<file path="src/rtl/pn_pkg.sv">
// Shared types, constants and helpers of the peak normalizer.
// No dependencies; compiled first.
`default_nettype none

package pn_pkg;

	// 1.0 in Q0.15 as used by the scale pass
	localparam logic [14:0] FULL_SCALE = 15'h7FFF;

	localparam int unsigned SAMPLE_W = 16;
	localparam int unsigned PEAK_W   = 15;
	localparam int unsigned PROD_W   = SAMPLE_W + PEAK_W;
	// quotient bits produced after the overflow check
	localparam int unsigned QUOT_W   = PEAK_W;

	localparam logic REQ_MEASURE = 1'b0;
	localparam logic REQ_SCALE   = 1'b1;

	typedef enum logic [1:0] {
		ST_IDLE,
		ST_MUL,
		ST_DIV,
		ST_OUT
	} pn_state_t;

	typedef struct packed {
		logic start;
	} div_ctrl_t;

	typedef struct packed {
		logic done;
		logic sat;
	} div_stat_t;

	// magnitude of a two's complement sample, 0..32768
	function automatic logic [SAMPLE_W-1:0] abs_mag(input logic signed [SAMPLE_W-1:0] s);
		logic [SAMPLE_W-1:0] u;
		u = s;
		abs_mag = s[SAMPLE_W-1] ? (~u + 1'b1) : u;
	endfunction

endpackage

`default_nettype wire

</file>
<file path="src/rtl/pn_req_if.sv">
// Request channel of the peak normalizer: valid/ready plus request fields.
// No dependencies.
`default_nettype none

interface pn_req_if;
	logic               valid;
	logic               ready;
	logic               req_type;
	logic signed [15:0] sample;
	logic               first_of_buffer;

	modport source (output valid, output req_type, output sample, output first_of_buffer,
		input ready);
	modport sink (input valid, input req_type, input sample, input first_of_buffer,
		output ready);
endinterface

`default_nettype wire

</file>
<file path="src/rtl/pn_rsp_if.sv">
// Response channel of the peak normalizer: valid/ready plus result fields.
// No dependencies.
`default_nettype none

interface pn_rsp_if;
	logic               valid;
	logic               ready;
	logic signed [15:0] scaled;
	logic               zero_peak;

	modport source (output valid, output scaled, output zero_peak, input ready);
	modport sink (input valid, input scaled, input zero_peak, output ready);
endinterface

`default_nettype wire

</file>
<file path="src/rtl/peak_normalizer.sv">
// Peak normalizer top level: sequencer, multiplier and output register.
// Depends on pn_pkg, pn_req_if, pn_rsp_if, pn_peak and pn_divider.
//
// Usage:
//   req carries transactions of req_type, sample and first_of_buffer.
//   A measure transaction (req_type 0) updates the held peak in the cycle
//   it is accepted and gives no response; first_of_buffer restarts the peak.
//   A scale transaction (req_type 1) gives one response on rsp: scaled is
//   trunc(sample * 32767 / peak), saturated to +/-32767, and zero_peak marks
//   a held peak of zero (scaled is then 0).
//   Sequence: a measure is taken whenever req is ready. A scale runs the multiply
//   in ST_MUL, then the shared compare/subtract unit runs an overflow check plus 15
//   restoring steps in ST_DIV; ST_OUT loads the output register, and the response
//   becomes valid as the sequencer returns to ST_IDLE and req is ready again. A
//   saturating quotient ends after the check; a zero peak goes from ST_IDLE
//   straight to ST_OUT and skips the multiply and the divide.
//   req.ready is low while a scale transaction is in flight. The response
//   sits in an output register; if rsp stalls, the finished result waits in
//   the sequencer until the register frees.
//   Reset clears the held peak to zero and empties the output register.
`default_nettype none

module peak_normalizer (
	input wire logic clk,
	input wire logic arst_n,
	pn_req_if.sink   req,
	pn_rsp_if.source rsp
);
	import pn_pkg::*;

	pn_state_t state_q, state_d;

	logic                       acc;
	logic                       meas;
	logic [PEAK_W-1:0]          peak;
	logic [SAMPLE_W-1:0]        mag_q;
	logic                       neg_q;
	logic                       zp_q;
	logic [PROD_W-1:0]          prod;
	div_ctrl_t                  div_ctrl;
	div_stat_t                  div_stat;
	logic [QUOT_W-1:0]          quot;
	logic [SAMPLE_W-1:0]        qmag;
	logic [SAMPLE_W-1:0]        result;
	logic                       out_free;
	logic                       out_load;
	logic                       req_ready;
	logic                       out_valid_q;
	logic signed [SAMPLE_W-1:0] scaled_q;
	logic                       zero_peak_q;

	assign acc      = req.valid && req_ready;
	assign meas     = acc && (req.req_type == REQ_MEASURE);
	assign out_free = !out_valid_q || rsp.ready;

	pn_peak u_peak (
		.clk             (clk),
		.arst_n          (arst_n),
		.meas            (meas),
		.sample          (req.sample),
		.first_of_buffer (req.first_of_buffer),
		.peak            (peak)
	);

	assign prod = PROD_W'(mag_q) * PROD_W'(FULL_SCALE);

	pn_divider u_div (
		.clk      (clk),
		.arst_n   (arst_n),
		.ctrl     (div_ctrl),
		.dividend (prod),
		.divisor  (peak),
		.stat     (div_stat),
		.quot     (quot)
	);

	always_comb begin
		state_d = state_q;
		case (state_q)
			ST_IDLE: begin
				if (req.valid && req.req_type == REQ_SCALE) begin
					state_d = (peak == '0) ? ST_OUT : ST_MUL;
				end
			end
			ST_MUL: state_d = ST_DIV;
			ST_DIV: begin
				if (div_stat.done) begin
					state_d = ST_OUT;
				end
			end
			ST_OUT: begin
				if (out_free) begin
					state_d = ST_IDLE;
				end
			end
			default: state_d = ST_IDLE;
		endcase
	end

	always_comb begin
		req_ready      = 1'b0;
		div_ctrl.start = 1'b0;
		out_load       = 1'b0;
		case (state_q)
			ST_IDLE: req_ready      = 1'b1;
			ST_MUL:  div_ctrl.start = 1'b1;
			ST_DIV:  ;
			ST_OUT:  out_load       = out_free;
			default: ;
		endcase
	end

	always_ff @(posedge clk or negedge arst_n) begin
		if (!arst_n) begin
			state_q <= ST_IDLE;
		end else begin
			state_q <= state_d;
		end
	end

	// capture the scale operand; measure transactions leave it alone
	always_ff @(posedge clk) begin
		if (acc && req.req_type == REQ_SCALE) begin
			mag_q <= abs_mag(req.sample);
			neg_q <= req.sample[SAMPLE_W-1];
			zp_q  <= (peak == '0);
		end
	end

	assign qmag   = div_stat.sat ? {1'b0, FULL_SCALE} : {1'b0, quot};
	assign result = zp_q ? '0 : (neg_q ? (~qmag + 1'b1) : qmag);

	always_ff @(posedge clk or negedge arst_n) begin
		if (!arst_n) begin
			out_valid_q <= 1'b0;
		end else if (out_load) begin
			out_valid_q <= 1'b1;
		end else if (rsp.ready) begin
			out_valid_q <= 1'b0;
		end
	end

	always_ff @(posedge clk) begin
		if (out_load) begin
			scaled_q    <= result;
			zero_peak_q <= zp_q;
		end
	end

	assign req.ready     = req_ready;
	assign rsp.valid     = out_valid_q;
	assign rsp.scaled    = scaled_q;
	assign rsp.zero_peak = zero_peak_q;

`ifndef SYNTHESIS
	a_done_in_div: assert property (@(posedge clk) disable iff (!arst_n)
		div_stat.done |-> state_q == ST_DIV)
		else $error("divider finished outside the divide state");

	a_peak_hold: assert property (@(posedge clk) disable iff (!arst_n)
		!meas |=> $stable(peak))
		else $error("peak changed without a measure transaction");

	a_zero_peak_out: assert property (@(posedge clk) disable iff (!arst_n)
		rsp.valid && rsp.zero_peak |-> rsp.scaled == '0)
		else $error("zero peak response with nonzero output");

	a_out_range: assert property (@(posedge clk) disable iff (!arst_n)
		rsp.valid |-> rsp.scaled != {1'b1, {(SAMPLE_W-1){1'b0}}})
		else $error("scaled output out of range");
`endif

endmodule

`default_nettype wire

</file>
<file path="src/rtl/pn_peak.sv">
// Held peak magnitude, updated by measure transactions.
// Depends on pn_pkg.
`default_nettype none

module pn_peak (
	input  wire logic                            clk,
	input  wire logic                            arst_n,
	input  wire logic                            meas,
	input  wire logic signed [pn_pkg::SAMPLE_W-1:0] sample,
	input  wire logic                            first_of_buffer,
	output logic         [pn_pkg::PEAK_W-1:0]   peak
);
	import pn_pkg::*;

	logic [SAMPLE_W-1:0] mag;
	logic [PEAK_W-1:0]   mag_sat;
	logic [PEAK_W-1:0]   peak_q;

	assign mag = abs_mag(sample);
	// most negative sample saturates to full scale
	assign mag_sat = mag[SAMPLE_W-1] ? FULL_SCALE : mag[PEAK_W-1:0];

	always_ff @(posedge clk or negedge arst_n) begin
		if (!arst_n) begin
			peak_q <= '0;
		end else if (meas && (first_of_buffer || mag_sat > peak_q)) begin
			peak_q <= mag_sat;
		end
	end

	assign peak = peak_q;
endmodule

`default_nettype wire

</file>
<file path="src/rtl/pn_divider.sv">
// Restoring divider with one shared compare/subtract unit, one step a cycle.
// Depends on pn_pkg.
`default_nettype none

module pn_divider (
	input  wire logic                           clk,
	input  wire logic                           arst_n,
	input  wire pn_pkg::div_ctrl_t              ctrl,
	input  wire logic [pn_pkg::PROD_W-1:0]      dividend,
	input  wire logic [pn_pkg::PEAK_W-1:0]      divisor,
	output pn_pkg::div_stat_t                   stat,
	output logic      [pn_pkg::QUOT_W-1:0]      quot
);
	import pn_pkg::*;

	localparam int unsigned REM_W = PEAK_W + 1;
	localparam int unsigned CNT_W = $clog2(QUOT_W + 1);
	localparam logic [CNT_W-1:0] LAST_STEP = CNT_W'(QUOT_W);

	logic [REM_W-1:0]  rem_q;
	logic [QUOT_W-1:0] dvd_q;
	logic [QUOT_W-1:0] quot_q;
	logic [CNT_W-1:0]  cnt_q;
	logic              busy_q;
	logic              done_q;
	logic              sat_q;

	logic [REM_W-1:0]  cur;
	logic [REM_W:0]    diff;
	logic              ge;
	logic              check;

	// step zero compares the high part alone: quotient would not fit
	assign check = (cnt_q == '0);
	assign cur   = check ? rem_q : {rem_q[REM_W-2:0], dvd_q[QUOT_W-1]};
	assign diff  = {1'b0, cur} - {2'b00, divisor};
	assign ge    = !diff[REM_W];

	always_ff @(posedge clk or negedge arst_n) begin
		if (!arst_n) begin
			busy_q <= 1'b0;
			done_q <= 1'b0;
			cnt_q  <= '0;
			sat_q  <= 1'b0;
		end else begin
			done_q <= 1'b0;
			if (ctrl.start) begin
				busy_q <= 1'b1;
				cnt_q  <= '0;
				sat_q  <= 1'b0;
			end else if (busy_q) begin
				if (check && ge) begin
					sat_q  <= 1'b1;
					busy_q <= 1'b0;
					done_q <= 1'b1;
				end else if (cnt_q == LAST_STEP) begin
					busy_q <= 1'b0;
					done_q <= 1'b1;
				end else begin
					cnt_q <= cnt_q + 1'b1;
				end
			end
		end
	end

	always_ff @(posedge clk) begin
		if (ctrl.start) begin
			rem_q  <= dividend[PROD_W-1:QUOT_W];
			dvd_q  <= dividend[QUOT_W-1:0];
			quot_q <= '0;
		end else if (busy_q && !check) begin
			rem_q  <= ge ? diff[REM_W-1:0] : cur;
			dvd_q  <= {dvd_q[QUOT_W-2:0], 1'b0};
			quot_q <= {quot_q[QUOT_W-2:0], ge};
		end
	end

	// the final step of a non-saturated division runs at cnt_q == LAST_STEP
	assign stat.done = done_q;
	assign stat.sat  = sat_q;
	assign quot      = quot_q;
endmodule

`default_nettype wire

</file>
<file path="src/flat_wrapper.sv">
// flat-port wrapper written by rule: the top's interface ports become plain ports
module peak_normalizer_flat import pn_pkg::*;
  (clk, arst_n, req_valid, req_req_type, req_sample, req_first_of_buffer, req_ready, rsp_valid, rsp_scaled, rsp_zero_peak, rsp_ready);
  pn_req_if req_i ();
  pn_rsp_if rsp_i ();
  input wire logic clk;
  input wire logic arst_n;
  input wire logic [$bits(req_i.valid)-1:0] req_valid;
  input wire logic [$bits(req_i.req_type)-1:0] req_req_type;
  input wire logic [$bits(req_i.sample)-1:0] req_sample;
  input wire logic [$bits(req_i.first_of_buffer)-1:0] req_first_of_buffer;
  output wire logic [$bits(req_i.ready)-1:0] req_ready;
  output wire logic [$bits(rsp_i.valid)-1:0] rsp_valid;
  output wire logic [$bits(rsp_i.scaled)-1:0] rsp_scaled;
  output wire logic [$bits(rsp_i.zero_peak)-1:0] rsp_zero_peak;
  input wire logic [$bits(rsp_i.ready)-1:0] rsp_ready;
  assign req_i.valid = req_valid;
  assign req_i.req_type = req_req_type;
  assign req_i.sample = req_sample;
  assign req_i.first_of_buffer = req_first_of_buffer;
  assign req_ready = req_i.ready;
  assign rsp_valid = rsp_i.valid;
  assign rsp_scaled = rsp_i.scaled;
  assign rsp_zero_peak = rsp_i.zero_peak;
  assign rsp_i.ready = rsp_ready;
  peak_normalizer u_core (.clk(clk), .arst_n(arst_n), .req(req_i), .rsp(rsp_i));
endmodule
</file>
<file path="config.mk">
export PLATFORM = sky130hd
export DESIGN_NAME = peak_normalizer_flat
export DESIGN_NICKNAME = d
export VERILOG_FILES = /design/src/rtl/pn_pkg.sv /design/src/rtl/pn_req_if.sv /design/src/rtl/pn_rsp_if.sv /design/src/rtl/peak_normalizer.sv /design/src/rtl/pn_peak.sv /design/src/rtl/pn_divider.sv /design/src/flat_wrapper.sv
export SDC_FILE = /design/constraint.sdc
export NUM_CORES = 1
export LEC_CHECK = 0
export BUFFER_PORTS_ARGS = -buffer_cell sky130_fd_sc_hd__buf_4
export CAP_MARGIN = 20
export CORE_ASPECT_RATIO = 1.25
export CORE_MARGIN = 4
export CORE_UTILIZATION = 45
export CTS_CLUSTER_SIZE = 40
export DETAILED_ROUTE_END_ITERATION = 8
export RECOVER_POWER = 25
export SLEW_MARGIN = 20
export SYNTH_ARGS = -nofsm -noshare
export SYNTH_HDL_FRONTEND = slang
export SYNTH_SLANG_ARGS = --single-unit
</file>
<file path="constraint.sdc">
create_clock -name clk -period 7.6 [get_ports clk]
set_input_delay 0.76 -clock clk [delete_from_list [all_inputs] [get_ports clk]]
set_output_delay 0.76 -clock clk [all_outputs]
set_load 0.01 [all_outputs]
</file>
==> metrics.md, run 1 <==
| Metric | Value |
|---|---|
| Final Cycle Share | 87.2% |
| All-layer global routing usage | 20.1% |
| Flop pwr share | 50.8% |
| Pwr/cell area | 98.8 nW/um2 |
| Crit path max-delay family | adder cells |
| DR DRC count | 0 |
| DRT antenna net count | 0 |
| Sw Share | 24.8% |
| Unrepaired setup endpoints after global routing | false |
| Clock power share | 43.7% |
| Worst vdd ir | about 0.13 mV |
| Reg2reg start | u_core.mag_q[9] |
| Max Cap Viol | 1 |
| Setup bufs post-CTS | 0 |
| CP max-delay cell | fa_1 |
| Hold Violations, Final | 0 |
| Top post-synthesis cells by count | inv_1 (185), ha_1 (129), fa_1 (103) |
| Max-slew violations | 57 |
| Global-route wire length before repair | 43,300 um |
| Flop-to-flop setup slack | a little under 1 ns |
| Max-slew headroom | -72.7% |
| PortBufs | 40 |
| Startpoint Class | flip-flop |
| WHS | 0.530 ns |
| Root Buffer Master | clkbuf_16 |
| Via count | approximately 8.0k |
| # diodes | 0 |
| Setup Skew | 0.0115 ns |
| Drt initial violations | 362 |
| Vias in the first global route | 8,408 |
| DRT Wirelength | 25,900 um |
| Most frequent cell after synthesis | inv_1 |
| IO Pins | 41 |
| HPWL Detailed | 21,700 um |
| Hold crit path type | reg -> reg |
| Drt wl/cell | 17.4 um |
| Slew @ Worst Pin | 2.59 ns |
| Cts bufs inserted | 9 |
| Share of layout cells above drive strength 1 | 8.78% |
| Initial antenna violation count | 0 |
| Internal | 0.901 mW |
| Synth Warn # | 0 |
| Clk_lat worst skew | 0.37 ns |
| CTS tree | yes |
| Max clock buf depth | 2 |
| Rows | 64 |
| Wire length on met1 | ~11,000 um |
| Sw Pwr | a little under 0.3 mW |
| Met2 wire len | 12,900 um |
| Async SR Flop Fraction | 23.6% |
| R2R depth | 21 |
| Die area | 27,500 um2 |
| Status | finished, violations left |
| Crit Path Category | reg -> reg |
| Comb pwr share | around 5.6% |
| Slowest stage delay, CP | 0.64 ns |
| Min cycle time layout | 6.63 ns |
| Reg-to-Reg End | u_core.u_div.rem_q[14] |
| Cts repair resizes | 0 |
| Highest metal used | met4 |
| Netlist cell types | 65 |
| Fmax | 151 MHz |
| Syn Nets | 1,384 |
| Fin nets | 1,411 |
| Core area | 24,500 um2 |
| Synth area leader | fa_1 |
| Routed wl met3 | 709 um |
| Synth Cell Area | 11,200 um2 |
| Worst endpoint required time | roughly 7.7 ns |
| Syn-to-layout area delta | 8.17% |
| Buf/Inv on CP | 6 |
| Sequential cell area fraction in the yosys report | 25.9% |
| Total gr overflow | 0 |
| Failing checks | capacitance limit, slew limit |
| Setup_tns | 0 ns |
| Hold Startpoint | u_core.rsp.valid |
| Clk slew on worst S/H paths | about 0.08 ns |
| Highest net fanout along the worst path | 6 |
| Worst path cell trace | fa_1 > inv_1 > fa_1 > inv_1 > fa_1 > inv_1 > fa_1 > inv_1 > fa_1 > inv_1 > fa_1 > inv_1 > ha_1 > a21o_1 > a211o_1 > a2bb2oi_1 > a21oi_1 > o41ai_1 > nor2_1 > nor4_1 > nor3_1 |
| Post-synthesis register bit count | 106 |
| Die Ht | 184 um |
| Synth area leaders | fa_1 (18%), edfxtp_1 (18%), ha_1 (14%) |
| # clock sinks | approximately 110 |
| Hold endpoint | u_core.rsp.valid |
| Placer's final routability congestion estimate | between 0.9 and 1 |
| Final setup violation count | 0 |
| Arr. time, crit path | ~6.7 ns |
| H-tree Lvls | 3 |
| Vias per std cell | 5.39 |
| Pre-antenna DRT Iters | 5 |
| Pleak | between 5 and 6 nW |
| Top FF cell, synth | edfxtp_1 |
| Avg Inst Size Synth | 9.92 um2 |
| Area share of the largest cell type after synthesis | 18.4% |
| Largest net degree at the start of global routing | 57 |
| Post-Synthesis Cells | 1,130 |
| Die span in x | approximately 150 um |
| Initial core utilization | 45.7% |
| Hold buffers post-CTS | 0 |
| Post-synth EDFFs | 66 |
| Critical Path End Type | flip-flop |
| Hold depth | 2 |
area by class of cell:
type                            instances  area [um2]
Multi-Input combinational cell        809        7500
Tap cell                              330         413
Clock inverter                          7        92.6
Timing Repair Buffer                   46         293
Sequential cell                       106        2910
Inverter                              185         694
Clock buffer                            9         225
Fill cell                            2330       12400
registers in the layout, summed over array words and instances, names as in the netlist:
register / count
u_core.rsp.valid: 1
u_core.u_div.sat_q: 1
u_core.u_div.cnt_q: 4
u_core.rsp.zero_peak: 1
u_core.u_div.quot: 15
u_core.neg_q: 1
u_core.u_div.rem_q: 16
u_core.zp_q: 1
u_core.mag_q: 16
u_core.u_peak.peak: 15
u_core.u_div.dvd_q: 15
u_core.rsp.scaled: 16
u_core.u_div.done_q: 1
u_core.u_div.busy_q: 1
u_core.state_q: 2
cells in the final DEF (no fill, tap or decap), drive strengths merged, types with 16 or more instances in the layout:
cell    Yosys  final
a211oi     16     16
xnor2      46     46
a21oi      56     56
buf         8     30
fa        103    103
nor2       65     65
nand3      16     16
ha        129    129
edfxtp     66     66
nand2b     28     28
a21o       24     24
inv       185    190
mux2       39     39
nor3       16     16
clkbuf     22     25
xor2       18     18
a22o       16     16
o21ai      40     40
nand2      54     54
dfrtp      25     25
kinds of logic (layout without fill, tap and decap cells):
logic type / count (synthesis) / count (layout) / share of synthesized area, %
compound gates: 227 / 227 / 13.7
xor+xnor: 64 / 64 / 5.00
fa+ha+maj: 232 / 232 / 32.8
buf+inv: 215 / 247 / 7.22
flops: 106 / 106 / 25.9
mux: 47 / 47 / 4.63
simple gates: 239 / 239 / 10.7
stage by stage:
step	utilization, %	cells	setup slack [ns]	total power, mW	instance area, um2
after global placement	48.4	1475	1.12	0.688	11900
after global routing	49.5	1492	0.528	1.24	12100
after detailed placement	48.4	1475	0.936	0.688	11900
final	49.5	1492	0.972	1.20	12100
after CTS	49.7	1491	0.958	1.21	12200
after floorplan	-	1130	1.56	0.654	11200
layer usage:
layer / GRT usage (%) / vias up
met3: 3.03 / 42
met4: 8.97 / 0
li1: - / 3937
met2: 34.4 / 126
met5: 0 / -
met1: 25.1 / 3933
power groups by stage:
stage	combinational, mW	sequential [mW]	clock (mW)
finish	0.0669	0.608	0.523
global route	0.0732	0.608	0.559
CTS	0.0680	0.608	0.534
detailed placement	0.0678	0.621	0
global placement	0.0676	0.621	0
floorplan	0.0338	0.621	0
worst min-delay path: stages (launching register included):
cell and delay, ns:
dfrtp_1 0.35, nand2b_1 0.09, nand2_1 0.07
worst max-delay path by stage:
stage,end,start,cells past startpoint
3_3_place_gp,u_core.u_div.rem_q[14],u_core.mag_q[9],21
6_report,u_core.u_div.rem_q[14],u_core.mag_q[9],21
4_1_cts,u_core.u_div.rem_q[14],u_core.mag_q[9],21
3_5_place_dp,u_core.u_div.rem_q[14],u_core.mag_q[9],21
2_1_floorplan,u_core.u_div.rem_q[14],u_core.mag_q[9],21
5_1_grt,u_core.u_div.rem_q[14],u_core.mag_q[9],21
(Power assumes the default switching activity.)
==> run 2, diff against run 1 <==
Settings changed: CELL_PAD_IN_SITES_DETAIL_PLACEMENT from default to 0, CELL_PAD_IN_SITES_GLOBAL_PLACEMENT from default to 1, CORE_ASPECT_RATIO 1.25 to 0.75, PLACE_DENSITY_LB_ADDON from default to 0.1.
==> run 2 against run 1 <==
  * The run still ends with capacitance limit, slew limit left
  * Sequential cell count unchanged
  * Combinational power down 8.1%
  * Clock skew about the same
  * Non-clock buffer count down 1
  * Critical path type unchanged
  * Highest routed layer unchanged
==> metrics.md, run 2 (synthesis results as in run 1) <==
| Metric | Value |
|---|---|
| Sw Pwr | approximately 0.28 mW |
| Setup Skew | 0.0111 ns |
| Slew @ Worst Pin | 1.53 ns |
| Slowest stage delay, CP | ~0.68 ns |
| Pwr/cell area | 96.5 nW/um2 |
| Placer's final routability congestion estimate | 0.909 |
| Drt wl/cell | roughly 18 um |
| CP max-delay cell | fa_1 |
| Die area | 27,500 um2 |
| CTS tree | yes |
| Clk slew on worst S/H paths | 0.08 ns |
| Hold Startpoint | u_core.rsp.valid |
| Clk_lat worst skew | around 0.37 ns |
| Total gr overflow | 0 |
| DR DRC count | 0 |
| Commonest cells after routing, fill and taps aside | inv_1 (185), ha_1 (128), fa_1 (103) |
| Fin nets | 1,410 |
| Final Cycle Share | between 80 and 90% |
| Most common cell after layout, fill and taps aside | inv_1 |
| Via count | 7,965 |
| Crit Path Category | reg -> reg |
| Area of the multi-input gates | around 7500 um2 |
| Fmax | 148 MHz |
| Setup bufs post-CTS | 0 |
| Hold Violations, Final | 0 |
| Startpoint Class | flip-flop |
| Drt initial violations | 480 |
| H-tree Lvls | 3 |
| Clock power share | a little over two fifths |
| Largest net degree at the start of global routing | 49 |
| Flop pwr share | 52.1% |
| Internal | 0.885 mW |
| Rows | 49 |
| Worst path cell trace | fa_1 > xor2_1 > ha_1 > nand2b_1 > inv_1 > fa_1 > inv_1 > fa_1 > fa_1 > inv_1 > fa_1 > inv_1 > ha_1 > a21oi_1 > o211a_1 > a2bb2oi_1 > a21oi_1 > o41ai_1 > nor2_1 > nor4_1 > nor3_1 |
| Initial antenna violation count | 0 |
| Reg-to-Reg End | u_core.u_div.rem_q[14] |
| Hold buffers post-CTS | 0 |
| Max Cap Viol | 1 |
| All-layer global routing usage | about 21% |
| Critical Path End Type | flip-flop |
| Vias in the first global route | 7,985 |
| Cts bufs inserted | 9 |
| Hold endpoint | u_core.rsp.valid |
| Share of layout cells above drive strength 1 | 8.27% |
| Setup_tns | 0 ns |
| Failing checks | capacitance limit, slew limit |
| Syn-to-layout area delta | 7.81% |
| Worst vdd ir | 0.107 mV |
| R2R depth | 21 |
| Max-slew headroom | -2.22% |
| Comb pwr share | 5.3% |
| Unrepaired setup endpoints after global routing | false |
| IO Pins | about 40 |
| Core area | approximately 24,000 um2 |
| Most frequent CP cell | fa_1 |
| Arr. time, crit path | between 6 and 7 ns |
| Dpl cells | 1,476 |
| Hold crit path type | reg -> reg |
| Die span in x | 190 um |
| Die Ht | ~140 um |
| Hold depth | 2 |
| Fillers | 2,321 |
| Sw Share | 24.1% |
| Vias per std cell | approximately 5.3 |
| # diodes | 0 |
| Cts repair resizes | 0 |
| Max clock buf depth | 2 |
| Register area | 2910 um2 |
| Highest net fanout along the worst path | 8 |
| Worst endpoint required time | 7.72 ns |
| HPWL Detailed | around 22,000 um |
| Max-slew violations | 26 |
| Pleak | about 5.3 nW |
| Final setup violation count | 0 |
| Post-route insts no fill | 1,492 |
| Status | finished, violations left |
| Reg2reg start | u_core.mag_q[0] |
| Flop-to-flop setup slack | about 0.85 ns |
| Initial core utilization | 46.3% |
| Root Buffer Master | clkbuf_16 |
| PortBufs | 40 |
| Min cycle time layout | around 6.7 ns |
| Global-route wire length before repair | between 40,000 and 50,000 um |
| Pre-antenna DRT Iters | 4 |
| DRT antenna net count | 0 |
| DRT Wirelength | 27,000 um |
| # clock sinks | 106 |
## run 2: how the worst max path moves through the flow
stage / cells past startpoint / startpoint / to
2_1_floorplan: 21 / u_core.mag_q[9] / u_core.u_div.rem_q[14]
3_3_place_gp: 21 / u_core.mag_q[0] / u_core.u_div.rem_q[14]
3_5_place_dp: 21 / u_core.mag_q[9] / u_core.u_div.rem_q[14]
4_1_cts: 21 / u_core.mag_q[9] / u_core.u_div.rem_q[14]
5_1_grt: 21 / u_core.mag_q[9] / u_core.u_div.rem_q[14]
6_report: 21 / u_core.mag_q[0] / u_core.u_div.rem_q[14]
## run 2: final cells by class
class	instances	share of cell area (%)
Clock inverter	5	0.435
Inverter	185	5.75
Timing Repair Buffer	45	2.17
Clock buffer	11	2.10
Sequential cell	106	24.1
Tap cell	331	3.43
Multi-Input combinational cell	809	62.0
## run 2: power by group through the flow
stage                     clock, mW  sequential, mW  combinational, mW
after floorplan                   0           0.621             0.0338
after CTS                     0.513           0.608             0.0639
final                         0.497           0.608             0.0615
after detailed placement          0           0.621             0.0636
after global routing          0.537           0.608             0.0693
after global placement            0           0.621             0.0631
## run 2: routing by layer
metal	GRT usage (%)	routed length, um
met4	3.44	233
met2	30.2	11000
met5	0	0
met1	32.1	14300
met3	4.89	1510
## run 2: worst max-delay path, delay by kind of cell (launching register included)
family / cells / cell delay, ns
fa+ha+maj: 7 / 3.33
compound gates: 5 / 1.37
buf+inv: 4 / 0.22
flops: 1 / 0.59
simple gates: 4 / 0.60
xor+xnor: 1 / 0.36
## run 2: metrics by stage
stage / hold slack (ns) / util [%] / worst slack [ns] / total power, mW / cell area, um2
after floorplan: 0.424 / - / 1.56 / 0.654 / 11200
after global placement: 0.515 / 48.9 / 0.983 / 0.684 / 11900
after detailed placement: 0.520 / 48.9 / 0.911 / 0.684 / 11900
after CTS: 0.290 / 50.2 / 0.914 / 1.18 / 12200
after global routing: 0.566 / 49.9 / 0.527 / 1.21 / 12100
final: 0.539 / 49.9 / 0.855 / 1.17 / 12100
